## src/bgpb_pkg.sv

```systemverilog
// bgpb_pkg: shared constants, types and divider step for the bitmap glyph pixel blender
// used by every module of the block; depends on nothing
package bgpb_pkg;

   // glyph geometry defaults
   localparam int GLYPH_WIDTH_DEF  = 12;
   localparam int GLYPH_HEIGHT_DEF = 16;
   localparam int GLYPH_COUNT_DEF  = 256;

   // font memory
   localparam int FONT_ADDR_W  = 13;
   localparam int FONT_DEPTH   = 1 << FONT_ADDR_W;
   localparam int FULL_ADDR_W  = 16;

   // field widths
   localparam int COORD_W  = 8;
   localparam int CODE_W   = 8;
   localparam int BYTE_W   = 8;
   localparam int SCALE_W  = 4;
   localparam int PIXEL_W  = 32;
   localparam int CSR_DATA_W = 32;
   localparam int CSR_ADDR_W = 4;

   // divider pipeline shape
   localparam int DIV_STEPS_PER_STAGE = 2;
   localparam int DIV_STAGES          = COORD_W / DIV_STEPS_PER_STAGE;

   // register indexes
   typedef enum logic [1:0] {
      CSR_TEXT_COLOR = 2'd0,
      CSR_BACK_COLOR = 2'd1,
      CSR_SCALE      = 2'd2
   } csr_index_type;

   // item operations
   typedef enum logic {
      OP_FONT_WRITE = 1'b0,
      OP_RENDER     = 1'b1
   } op_type;

   // payload that travels along the divider
   typedef struct packed {
      op_type                  operation;
      logic [FONT_ADDR_W-1:0]  font_address;
      logic [BYTE_W-1:0]       font_byte;
      logic [CODE_W-1:0]       char_code;
      logic [PIXEL_W-1:0]      dest_pixel;
   } bgpb_item_type;

   // restoring divider state: partial remainder and dividend/quotient bits
   typedef struct packed {
      logic [SCALE_W-1:0] rem;
      logic [COORD_W-1:0] bits;
   } bgpb_div_type;

   // payload from the memory stage to the blend stage
   typedef struct packed {
      logic               render;
      logic [2:0]         bit_sel;
      logic [PIXEL_W-1:0] dest_pixel;
   } bgpb_pix_type;

   // one restoring division step: shift in the next dividend bit, subtract if it fits
   function automatic bgpb_div_type div_step(bgpb_div_type cur, logic [SCALE_W-1:0] divisor);
      logic [SCALE_W:0] trial;
      logic             qbit;
      bgpb_div_type     nxt;
      trial = {cur.rem, cur.bits[COORD_W-1]};
      qbit  = (trial >= {1'b0, divisor});
      if (qbit) begin
         nxt.rem = SCALE_W'(trial - {1'b0, divisor});
      end else begin
         nxt.rem = trial[SCALE_W-1:0];
      end
      nxt.bits = {cur.bits[COORD_W-2:0], qbit};
      return nxt;
   endfunction

endpackage

```

## src/bgpb_blend.sv

```systemverilog
// bgpb_blend: glyph bit select, color choice, alpha blend and result register
// depends on bgpb_pkg
module bgpb_blend
   import bgpb_pkg::*;
(
   input  logic                clock,
   input  logic                reset,
   input  logic                in_valid,
   output logic                in_ready,
   input  bgpb_pix_type        in_pix,
   input  logic [BYTE_W-1:0]   in_rdata,
   input  logic [PIXEL_W-1:0]  text_color,
   input  logic [PIXEL_W-1:0]  back_color,
   output logic                out_valid,
   input  logic                out_ready,
   output logic                out_write_enable,
   output logic [PIXEL_W-1:0]  out_new_pixel
);

   localparam logic [BYTE_W-1:0] ALPHA_OPAQUE = 8'hFF;
   localparam int                SUM_W        = 2 * BYTE_W;

   logic               valid_ff;
   logic               we_ff;
   logic [PIXEL_W-1:0] pixel_ff;
   logic               we_in;
   logic [PIXEL_W-1:0] pixel_in;
   logic               stage_en;
   logic               glyph_bit;
   logic [PIXEL_W-1:0] color;
   logic [BYTE_W-1:0]  alpha;
   logic [PIXEL_W-1:0] blended;

   // (a*c + (255-a)*d) >> 8 for one channel
   function automatic logic [BYTE_W-1:0] blend_channel(logic [BYTE_W-1:0] a,
                                                       logic [BYTE_W-1:0] c,
                                                       logic [BYTE_W-1:0] d);
      logic [SUM_W-1:0] sum;
      sum = SUM_W'(a) * SUM_W'(c) + SUM_W'(ALPHA_OPAQUE - a) * SUM_W'(d);
      return sum[SUM_W-1:BYTE_W];
   endfunction

   assign stage_en = !valid_ff || out_ready;

   // msb-first bit pick: bit 7 - column mod 8
   assign glyph_bit = in_rdata[~in_pix.bit_sel];
   assign color     = glyph_bit ? text_color : back_color;
   assign alpha     = color[31:24];

   always_comb begin
      blended[7:0]   = blend_channel(alpha, color[7:0],   in_pix.dest_pixel[7:0]);
      blended[15:8]  = blend_channel(alpha, color[15:8],  in_pix.dest_pixel[15:8]);
      blended[23:16] = blend_channel(alpha, color[23:16], in_pix.dest_pixel[23:16]);
      blended[31:24] = ALPHA_OPAQUE;
   end

   // skip on transparent, copy on opaque, blend otherwise
   always_comb begin
      we_in = in_pix.render && (alpha != '0);
      priority if (!we_in) begin
         pixel_in = '0;
      end else if (alpha == ALPHA_OPAQUE) begin
         pixel_in = color;
      end else begin
         pixel_in = blended;
      end
   end

   // result valid
   always_ff @(posedge clock) begin
      if (reset) begin
         valid_ff <= 1'b0;
      end else if (stage_en) begin
         valid_ff <= in_valid;
      end
   end

   // result payload
   always_ff @(posedge clock) begin
      if (stage_en && in_valid) begin
         we_ff    <= we_in;
         pixel_ff <= pixel_in;
      end
   end

   assign in_ready         = stage_en;
   assign out_valid        = valid_ff;
   assign out_write_enable = we_ff;
   assign out_new_pixel    = pixel_ff;

endmodule

```

## config.mk

```make
export PLATFORM = sky130hd
export DESIGN_NAME = bgpb_blend
export DESIGN_NICKNAME = d
export VERILOG_FILES = /design/src/bgpb_pkg.sv /design/src/bgpb_blend.sv
export SDC_FILE = /design/constraint.sdc
export NUM_CORES = 1
export LEC_CHECK = 0
export ABC_AREA = 1
export ABC_CLOCK_PERIOD_IN_PS = 9130
export BUFFER_PORTS_ARGS = -buffer_cell sky130_fd_sc_hd__buf_2
export CAP_MARGIN = 20
export CORE_UTILIZATION = 60
export CTS_CLUSTER_DIAMETER = 40
export DETAILED_ROUTE_END_ITERATION = 16
export GPL_TIMING_DRIVEN = 1
export PLACE_DENSITY_LB_ADDON = 0.05
export REMOVE_ABC_BUFFERS = 1
export SLEW_MARGIN = 20
export SYNTH_ARGS = -nofsm -noshare
export SYNTH_HDL_FRONTEND = slang
export SYNTH_SLANG_ARGS = --single-unit
```

## constraint.sdc

```tcl
create_clock -name clock -period 9.13 [get_ports clock]
set_input_delay 1.3695 -clock clock [delete_from_list [all_inputs] [get_ports clock]]
set_output_delay 1.3695 -clock clock [all_outputs]
set_load 0.05 [all_outputs]
```

==> results.cfg <==
[run_status]
status = completed

[sta]
hold_slack_ns = 0.5291
clock_skew_ns = 0.01157
relSlewSlack = 0.3982
setup_ws_ns = 1.188
post-route-period-util = 0.8699
finalSetupTns_ns = 0
post-route-min-period_ns = 7.942
max_freq_ghz = 0.1259
finalMaxSlewViolations = 0
tightestPinTransition_ns = 0.9006
final-setup-viol-count = 0
rsz0062_at_grt = no
finalHoldViolCount = 0

[floorplanning]
coreArea_sq_um = 23750
boundaryPins = 147
start_util = 0.6207
die_h_um = 158.8
rows = 56
die_w_um = 158.8
die-area_sq_um = 25200

[yosys]
yosysWarnings = 0
netlist_area_sq_um = 14740
synth_area_leaders = fa_1 39%, ha_1 16%, inv_1 13%
synth.avg_cell_area_sq_um = 7.888
netlist_instances = 1869
ys_seq_area_frac = 0.06857
netlist.area_leader.share = 0.3856
synth.distinct_cells = 30
ys_ff_latch = 34
yosys.area.top_type = fa_1

[clocking]
clock_path_buffers = 2
cts_buffers = 5
clock-sinks = 34
cts_tree = built
cts.clk_slew.worst_paths_ns = 0.06
post-cts-setup-buffers = 0
hold_buffers = 0
cts-root-buf = clkbuf_16
ctsResizeCount = 0
clock_latency_ns = 0.31
h-tree-depth = 2

[setup_path]
path_common_cell = nand2_1
crit_arrival_ns = 7.96
r2r-end = out_new_pixel[15]
r2r_slack_ns = 7.80
endpoint_kind = flop
critPathRequiredTime_ns = 9.15
worstSetupPathType = input port to flop
cpPeakStageDelay_ns = 0.64
rr_worst_depth = 2
r2r_start = out_valid
critPathSlowestCell = inv_1
critPathLaunchType = input port
worstPathMaxFanout = 31

[global_route]
overflow = 0
grt_max_degree = 34
grt.total_usage = 0.3094
antenna_found_initial = 0
grt_pass1_wl_um = 61350
grt_pass1_vias = 12660

[routing]
wire_per_inst_um = 15.89
drc = 0
drt_iter0_drc = 778
vias = 11920
drt_pass1_iterations = 5
vias_per_cell = 5.177
ant_nets = 0
drt-total-wl_um = 36580

[hold_path]
hold_path_end = out_valid
hold_class = flop to flop
holdCritStartpoint = out_valid
min_path_cells = 2

[finish]
nets = 2563
drive_gt1_frac = 0.1039
multi_input_area_sq_um = 11510
seq_area_sq_um = 1011
fillers = 2020
stdcell_count = 2302
n_antenna_cell = 0
syn2layout_area_growth_pct = 8.037

[place]
dp.cells = 2294
pre_cts_ws_ns = 0.8889
gp_routability_congestion = 0.9240
hpwlAfterDp_um = 29360
portBuffers = 138

[job]
cap_violations = 0
-- cells in the mapped netlist --
| library cell | number |
|---|---|
| nor2_1 | 278 |
| nor3_1 | 7 |
| o21a_1 | 20 |
| o21ai_2 | 3 |
| edfxtp_1 | 33 |
| nand2_4 | 2 |
| a31oi_1 | 2 |
| a21o_1 | 2 |
| dfxtp_1 | 1 |
| nor2_4 | 2 |
| clkbuf_1 | 21 |
| nand2_1 | 316 |
| a21oi_1 | 34 |
| buf_2 | 17 |
| xor2_1 | 23 |
| buf_1 | 5 |
| inv_2 | 17 |
| o21ai_1 | 2 |
| nand3_4 | 2 |
| nand3_1 | 56 |
| ha_1 | 185 |
| fa_1 | 284 |
| inv_1 | 508 |
| buf_4 | 2 |
| buf_6 | 6 |
| xnor2_1 | 12 |
| o21ai_0 | 13 |
| nand3_2 | 4 |
| nand2_2 | 10 |
| nand4_1 | 2 |
-- critical path, delay by kind of cell --
family / cells / cell delay [ns]
simple gates: 13 / 1.56
compound gates: 2 / 0.25
xor+xnor: 1 / 0.15
fa+ha+maj: 7 / 3.26
buf+inv: 8 / 1.35
-- cells by family after synthesis --
family / synth area share
flops: 0.06857
xor+xnor: 0.02079
simple gates: 0.1859
fa+ha+maj: 0.5426
compound gates: 0.03047
buf+inv: 0.1517
-- cell usage in the layout, fill, tap and decap left out, drive strengths merged --
master / Yosys / layout
clkinv: 0 / 1
buf: 30 / 157
xnor2: 12 / 12
inv: 525 / 525
nand4: 2 / 2
a21o: 2 / 2
edfxtp: 33 / 33
o21a: 20 / 20
dfxtp: 1 / 1
nor3: 7 / 7
nand3: 62 / 62
nor2: 280 / 280
ha: 185 / 185
a31oi: 2 / 2
a21oi: 34 / 34
clkbuf: 21 / 5
bufinv: 0 / 2
o21ai: 18 / 18
fa: 284 / 284
xor2: 23 / 23
nand2: 328 / 328
-- state kept, by name, summed over array words and instances, names as in the netlist --
signal and flops:
out_valid 1, out_new_pixel 32, out_write_enable 1
-- per-layer routing --
metal	share of wire	global-route usage
met5	0	0
met4	0.033	0.1064
met3	0.068	0.03631
met2	0.49	0.5429
met1	0.41	0.3941
-- stage by stage --
stage,utilization,area [sq um]
2_1_floorplan,-,14480
3_3_place_gp,0.6624,15730
3_5_place_dp,0.6624,15730
4_1_cts,0.6706,15930
5_1_grt,0.6706,15930
6_report,0.6706,15930
-- worst max-delay path by stage --
stage	endpoint	cells past startpoint	from
after floorplan	out_new_pixel[23]	30	in_pix[32]
after global placement	out_new_pixel[13]	31	in_pix[32]
after detailed placement	out_new_pixel[13]	31	in_pix[32]
after CTS	out_new_pixel[13]	31	in_pix[32]
after global routing	out_new_pixel[8]	28	in_pix[32]
final	out_new_pixel[13]	31	in_pix[32]
-- final cells by class --
type,count,share of cell area
timing repair buffer,157,0.05310
inverter,525,0.1237
tap,319,0.02506
clock buffer,5,0.007855
clock inverter,3,0.004320
multi-input combinational,1259,0.7225
sequential,34,0.06347
Power is not shown: default switching activity piles up to over one toggle a cycle in this logic, so the estimate is an artifact.
