## src/bgpb_pkg.sv

```systemverilog
// bgpb_pkg: shared constants, types and divider step for the bitmap glyph pixel blender
// used by every module of the block; depends on nothing
package bgpb_pkg;

   // glyph geometry defaults
   localparam int GLYPH_WIDTH_DEF  = 12;
   localparam int GLYPH_HEIGHT_DEF = 16;
   localparam int GLYPH_COUNT_DEF  = 256;

   // font memory
   localparam int FONT_ADDR_W  = 13;
   localparam int FONT_DEPTH   = 1 << FONT_ADDR_W;
   localparam int FULL_ADDR_W  = 16;

   // field widths
   localparam int COORD_W  = 8;
   localparam int CODE_W   = 8;
   localparam int BYTE_W   = 8;
   localparam int SCALE_W  = 4;
   localparam int PIXEL_W  = 32;
   localparam int CSR_DATA_W = 32;
   localparam int CSR_ADDR_W = 4;

   // divider pipeline shape
   localparam int DIV_STEPS_PER_STAGE = 2;
   localparam int DIV_STAGES          = COORD_W / DIV_STEPS_PER_STAGE;

   // register indexes
   typedef enum logic [1:0] {
      CSR_TEXT_COLOR = 2'd0,
      CSR_BACK_COLOR = 2'd1,
      CSR_SCALE      = 2'd2
   } csr_index_type;

   // item operations
   typedef enum logic {
      OP_FONT_WRITE = 1'b0,
      OP_RENDER     = 1'b1
   } op_type;

   // payload that travels along the divider
   typedef struct packed {
      op_type                  operation;
      logic [FONT_ADDR_W-1:0]  font_address;
      logic [BYTE_W-1:0]       font_byte;
      logic [CODE_W-1:0]       char_code;
      logic [PIXEL_W-1:0]      dest_pixel;
   } bgpb_item_type;

   // restoring divider state: partial remainder and dividend/quotient bits
   typedef struct packed {
      logic [SCALE_W-1:0] rem;
      logic [COORD_W-1:0] bits;
   } bgpb_div_type;

   // payload from the memory stage to the blend stage
   typedef struct packed {
      logic               render;
      logic [2:0]         bit_sel;
      logic [PIXEL_W-1:0] dest_pixel;
   } bgpb_pix_type;

   // one restoring division step: shift in the next dividend bit, subtract if it fits
   function automatic bgpb_div_type div_step(bgpb_div_type cur, logic [SCALE_W-1:0] divisor);
      logic [SCALE_W:0] trial;
      logic             qbit;
      bgpb_div_type     nxt;
      trial = {cur.rem, cur.bits[COORD_W-1]};
      qbit  = (trial >= {1'b0, divisor});
      if (qbit) begin
         nxt.rem = SCALE_W'(trial - {1'b0, divisor});
      end else begin
         nxt.rem = trial[SCALE_W-1:0];
      end
      nxt.bits = {cur.bits[COORD_W-2:0], qbit};
      return nxt;
   endfunction

endpackage

```

## src/bgpb_divider.sv

```systemverilog
// bgpb_divider: pipelined restoring divider of cell column and row by the scale
// carries the item payload alongside; depends on bgpb_pkg
module bgpb_divider
   import bgpb_pkg::*;
(
   input  logic                clock,
   input  logic                reset,
   input  logic                in_valid,
   output logic                in_ready,
   input  bgpb_item_type       in_item,
   input  logic [COORD_W-1:0]  in_col,
   input  logic [COORD_W-1:0]  in_row,
   input  logic [SCALE_W-1:0]  divisor,
   output logic                out_valid,
   input  logic                out_ready,
   output bgpb_item_type       out_item,
   output logic [COORD_W-1:0]  out_fx,
   output logic [COORD_W-1:0]  out_fy
);

   logic          valid_ff [DIV_STAGES];
   bgpb_item_type item_ff  [DIV_STAGES];
   bgpb_div_type  col_ff   [DIV_STAGES];
   bgpb_div_type  row_ff   [DIV_STAGES];
   bgpb_item_type item_in  [DIV_STAGES];
   bgpb_div_type  col_in   [DIV_STAGES];
   bgpb_div_type  row_in   [DIV_STAGES];
   logic [DIV_STAGES:0] stage_en;

   // stage enables: a stage moves when empty or when the next one moves
   always_comb begin
      stage_en[DIV_STAGES] = out_ready;
      for (int k = DIV_STAGES - 1; k >= 0; k--) begin
         stage_en[k] = !valid_ff[k] || stage_en[k+1];
      end
   end

   // each stage retires a fixed number of quotient bits
   always_comb begin
      bgpb_div_type c;
      bgpb_div_type r;
      // first stage starts from the incoming coordinates
      c.rem  = '0;
      c.bits = in_col;
      r.rem  = '0;
      r.bits = in_row;
      for (int s = 0; s < DIV_STEPS_PER_STAGE; s++) begin
         c = div_step(c, divisor);
         r = div_step(r, divisor);
      end
      col_in[0]  = c;
      row_in[0]  = r;
      item_in[0] = in_item;
      // later stages continue from the previous stage registers
      for (int k = 1; k < DIV_STAGES; k++) begin
         c = col_ff[k-1];
         r = row_ff[k-1];
         for (int s = 0; s < DIV_STEPS_PER_STAGE; s++) begin
            c = div_step(c, divisor);
            r = div_step(r, divisor);
         end
         col_in[k]  = c;
         row_in[k]  = r;
         item_in[k] = item_ff[k-1];
      end
   end

   // stage valid bits
   always_ff @(posedge clock) begin
      if (reset) begin
         for (int k = 0; k < DIV_STAGES; k++) begin
            valid_ff[k] <= 1'b0;
         end
      end else begin
         if (stage_en[0]) begin
            valid_ff[0] <= in_valid;
         end
         for (int k = 1; k < DIV_STAGES; k++) begin
            if (stage_en[k]) begin
               valid_ff[k] <= valid_ff[k-1];
            end
         end
      end
   end

   // stage payload
   always_ff @(posedge clock) begin
      for (int k = 0; k < DIV_STAGES; k++) begin
         if (stage_en[k]) begin
            col_ff[k]  <= col_in[k];
            row_ff[k]  <= row_in[k];
            item_ff[k] <= item_in[k];
         end
      end
   end

   assign in_ready  = stage_en[0];
   assign out_valid = valid_ff[DIV_STAGES-1];
   assign out_item  = item_ff[DIV_STAGES-1];
   assign out_fx    = col_ff[DIV_STAGES-1].bits;
   assign out_fy    = row_ff[DIV_STAGES-1].bits;

endmodule

```

## config.mk

```make
export PLATFORM = sky130hd
export DESIGN_NAME = bgpb_divider
export DESIGN_NICKNAME = d
export VERILOG_FILES = /design/src/bgpb_pkg.sv /design/src/bgpb_divider.sv
export SDC_FILE = /design/constraint.sdc
export NUM_CORES = 1
export LEC_CHECK = 0
export ABC_AREA = 1
export BUFFER_PORTS_ARGS = -buffer_cell sky130_fd_sc_hd__buf_2
export CAP_MARGIN = 20
export CORE_MARGIN = 1
export CORE_UTILIZATION = 35
export CTS_CLUSTER_SIZE = 28
export DETAILED_ROUTE_END_ITERATION = 7
export SETUP_SLACK_MARGIN = 0.15
export SLEW_MARGIN = 5
export SYNTH_ARGS = -nofsm -noshare
export SYNTH_HDL_FRONTEND = slang
export SYNTH_SLANG_ARGS = --single-unit
```

## constraint.sdc

```tcl
create_clock -name clock -period 13.4 [get_ports clock]
set_input_delay 2.68 -clock clock [delete_from_list [all_inputs] [get_ports clock]]
set_output_delay 2.68 -clock clock [all_outputs]
set_load 0.05 [all_outputs]
```

==> results.tsv <==
metric	value	unit
gp_congestion	0.7782	
cp-start-kind	input port	
combPwrFrac	0.248	
post-place-ws	5.212	ns
fmax	123.6	MHz
port_buffers	165	
critPathTopFamily	simple AND/OR/NAND/NOR gates	
cts.sinks	340	
hp-start	item_ff[0][36]	
internal_power	2158	uW
clk_pin_slew	0.06	ns
slowest_delay	0.59	ns
cts.path.max_buffers	3	
drt_wl_total	22.16	mm
synthSimpleGateAreaFrac	0.09941	
nFillCells	3411	
p_per_area	192.1	mW/mm2
fin_crit	8.090	ns
synth_seq_cells	340	
p_sw	919.3	uW
hold_path_class	reg -> reg	
arrival	5.41	ns
hold_buffers	0	
slowest_stage	clkinv_2	
cts_tree	built	
finalSetupTns	0	ns
synth-compound-area-share	0.02633	
final_max_slew_viol_count	0	
hold_viol	0	
worstMarginPinSlew	0.7405	ns
dieArea	0.03894	mm2
layout_common_cells	edfxtp_1, buf_2, nand2_1, inv_1, ha_1	
end_kind	output pin	
drcViolationCount	0	
status	complete, no violations	
grt_pass1_wl	35.03	mm
r2r-start	valid_ff[3]	
die_h	197.3	um
ir_worst_vdd	0.1106	mV
synth_top_family_by_area	simple AND/OR/NAND/NOR gates	
synthCells	824	
worstSetupPathType	in -> out	
viasPerCell	4.329	
dpl_cell_area	0.01488	mm2
grt-ovfl-total	0	
ios	166	
drtIter0Drc	237	
cp_max_fo	41	
start_util	0.3554	
crit_chain	buf_2 -> nor2_1 -> clkinv_2 -> nor2_2 -> nand2_4 -> nor2_1 -> inv_4 -> buf_2	
worstSkewPairLatency	0.51	ns
hpwlAfterDp	14.55	mm
fp.dieW	197.3	um
reg2reg_slack	9.88	ns
postSynthAreaPerCell	16.21	um2
r2r_end	col_ff[0][8]	
firstDrtPassIters	4	
synth_xor_area_frac	0.01049	
final_nets	1191	
layout-drive-gt1-share	0.2706	
setup_slack	5.310	ns
dp_cells	1506	
wl_per_cell	14.13	um
synthAdderAreaFrac	0.07421	
synth_mux_area_frac	0	
finalSetupViolations	0	
cts-resized-gates	0	
period_share	0.6037	
diodes	0	
final_cells	1568	
critPathLaunch	out_ready	
grt_max_degree	54	
p_sw_frac	0.2987	
worstRegToRegCells	8	
h-tree-depth	2	
critPathRequiredTime	10.72	ns
final_area	0.01602	mm2
yosysWarnings	0	
postRouteAntennaNets	0	
core	0.03758	mm2
antenna_found_initial	0	
cts_root_buf	clkbuf_16	
drv_cap	0	
final_common_cell	edfxtp_1	
pwr-share-clk	0.310	
synth_nets	982	
grtUsageTotal	0.1163	
crit_cells	8	
slew_headroom	0.5063	
grt_pass1_vias	6755	
cts_buffers	36	
post-cts-setup-buffers	0	
rows	71	
crit_path_end	in_ready	
rsz0062_at_grt	false	
synth_cell_types	31	
vias	6788	
yosysSeqAreaShare	0.7645	
area_growth	19.97	%
crit_buf_inv	4	
p_leak	0.006691	uW
skew	0.01429	ns
mappedNetlistArea	0.01335	mm2
p_seq_frac	0.442	
==> cell usage after synthesis <==
cell / number / share of area
edfxtp_1: 340 / 0.76
nand2_1: 137 / 0.039
inv_1: 83 / 0.023
ha_1: 60 / 0.056
nand3_1: 48 / 0.018
nand2_4: 20 / 0.017
nor2_1: 19 / 0.0053
fa_1: 12 / 0.018
a21oi_1: 11 / 0.0041
nand2_2: 10 / 0.0047
xnor2_1: 8 / 0.0052
xor2_1: 8 / 0.0052
a21oi_2: 7 / 0.0046
a21oi_4: 6 / 0.0073
nand4_1: 6 / 0.0028
o21ai_1: 6 / 0.0022
nand3b_1: 5 / 0.0028
o21ai_0: 5 / 0.0019
a21boi_0: 4 / 0.0022
clkinv_1: 4 / 0.0011
nand3_2: 4 / 0.0030
nor2_4: 4 / 0.0034
nor2_2: 3 / 0.0014
a31oi_1: 2 / 0.00094
inv_2: 2 / 0.00056
nor3_1: 2 / 0.00075
o21ai_2: 2 / 0.0013
o21bai_1: 2 / 0.0011
or2_2: 2 / 0.00094
a21o_1: 1 / 0.00056
nor3b_2: 1 / 0.00094
==> worst reg2reg max path, delay by kind of cell, from the launching register on <==
kind	cells	cell delay, ns
buf+inv	4	1.30
simple gates	4	1.50
flops	1	0.34
==> sequential cells by signal, summed over array words and instances (netlist names) <==
name and count:
row_ff 44, valid_ff 4, col_ff 44, item_ff 248
==> metal layers <==
layer / GRT usage / share of wire / up-vias
li1: - / - / 3378
met1: 0.1495 / 0.43 / 3207
met2: 0.1937 / 0.49 / 165
met3: 0.02390 / 0.054 / 38
met4: 0.04307 / 0.024 / 0
met5: 0 / 0 / -
==> worst min-delay path by stage <==
stage                     end  slack [ns]  cells after the start
2_1_floorplan    col_ff[1][2]        0.40                      0
3_3_place_gp   item_ff[2][41]        0.40                      0
3_5_place_dp   item_ff[1][11]        0.40                      0
4_1_cts        item_ff[2][59]        0.42                      0
5_1_grt        item_ff[2][34]        0.42                      0
6_report       item_ff[1][36]        0.41                      0
==> power by group through the flow <==
stage | sequential [uW] | clock [uW] | combinational [uW]
floorplan | 1470 | 0 | 524
global placement | 1380 | 0 | 748
detailed placement | 1380 | 0 | 767
CTS | 1360 | 991 | 771
global route | 1370 | 1030 | 864
finish | 1360 | 954 | 764
==> cells by family (layout without fill, tap and decap cells) <==
group | Yosys count | count (layout)
AOI/OAI and AO/OA | 46 | 46
xor gates and xnor gates | 16 | 16
adders and majority gates | 72 | 72
buffers and inverters | 89 | 322
DFF | 340 | 340
and+or+nand+nor | 261 | 261
==> stage by stage <==
stage | hold WS, ns | utilization | total power, uW
2_1_floorplan | 0.4003 | - | 1995
3_3_place_gp | 0.4003 | 0.3959 | 2128
3_5_place_dp | 0.4045 | 0.3959 | 2151
4_1_cts | 0.4151 | 0.4263 | 3124
5_1_grt | 0.4195 | 0.4263 | 3266
6_report | 0.4117 | 0.4263 | 3078
==> cell type report <==
class	count	area, um2	area share
sequential	340	10210	0.6373
multi-input combinational	395	2818	0.1759
clock buffer	44	930.9	0.05811
timing repair buffer	171	870.8	0.05436
tap	511	639.4	0.03991
inverter	89	340.3	0.02124
clock inverter	18	211.5	0.01320
(Power assumes the default switching activity.)
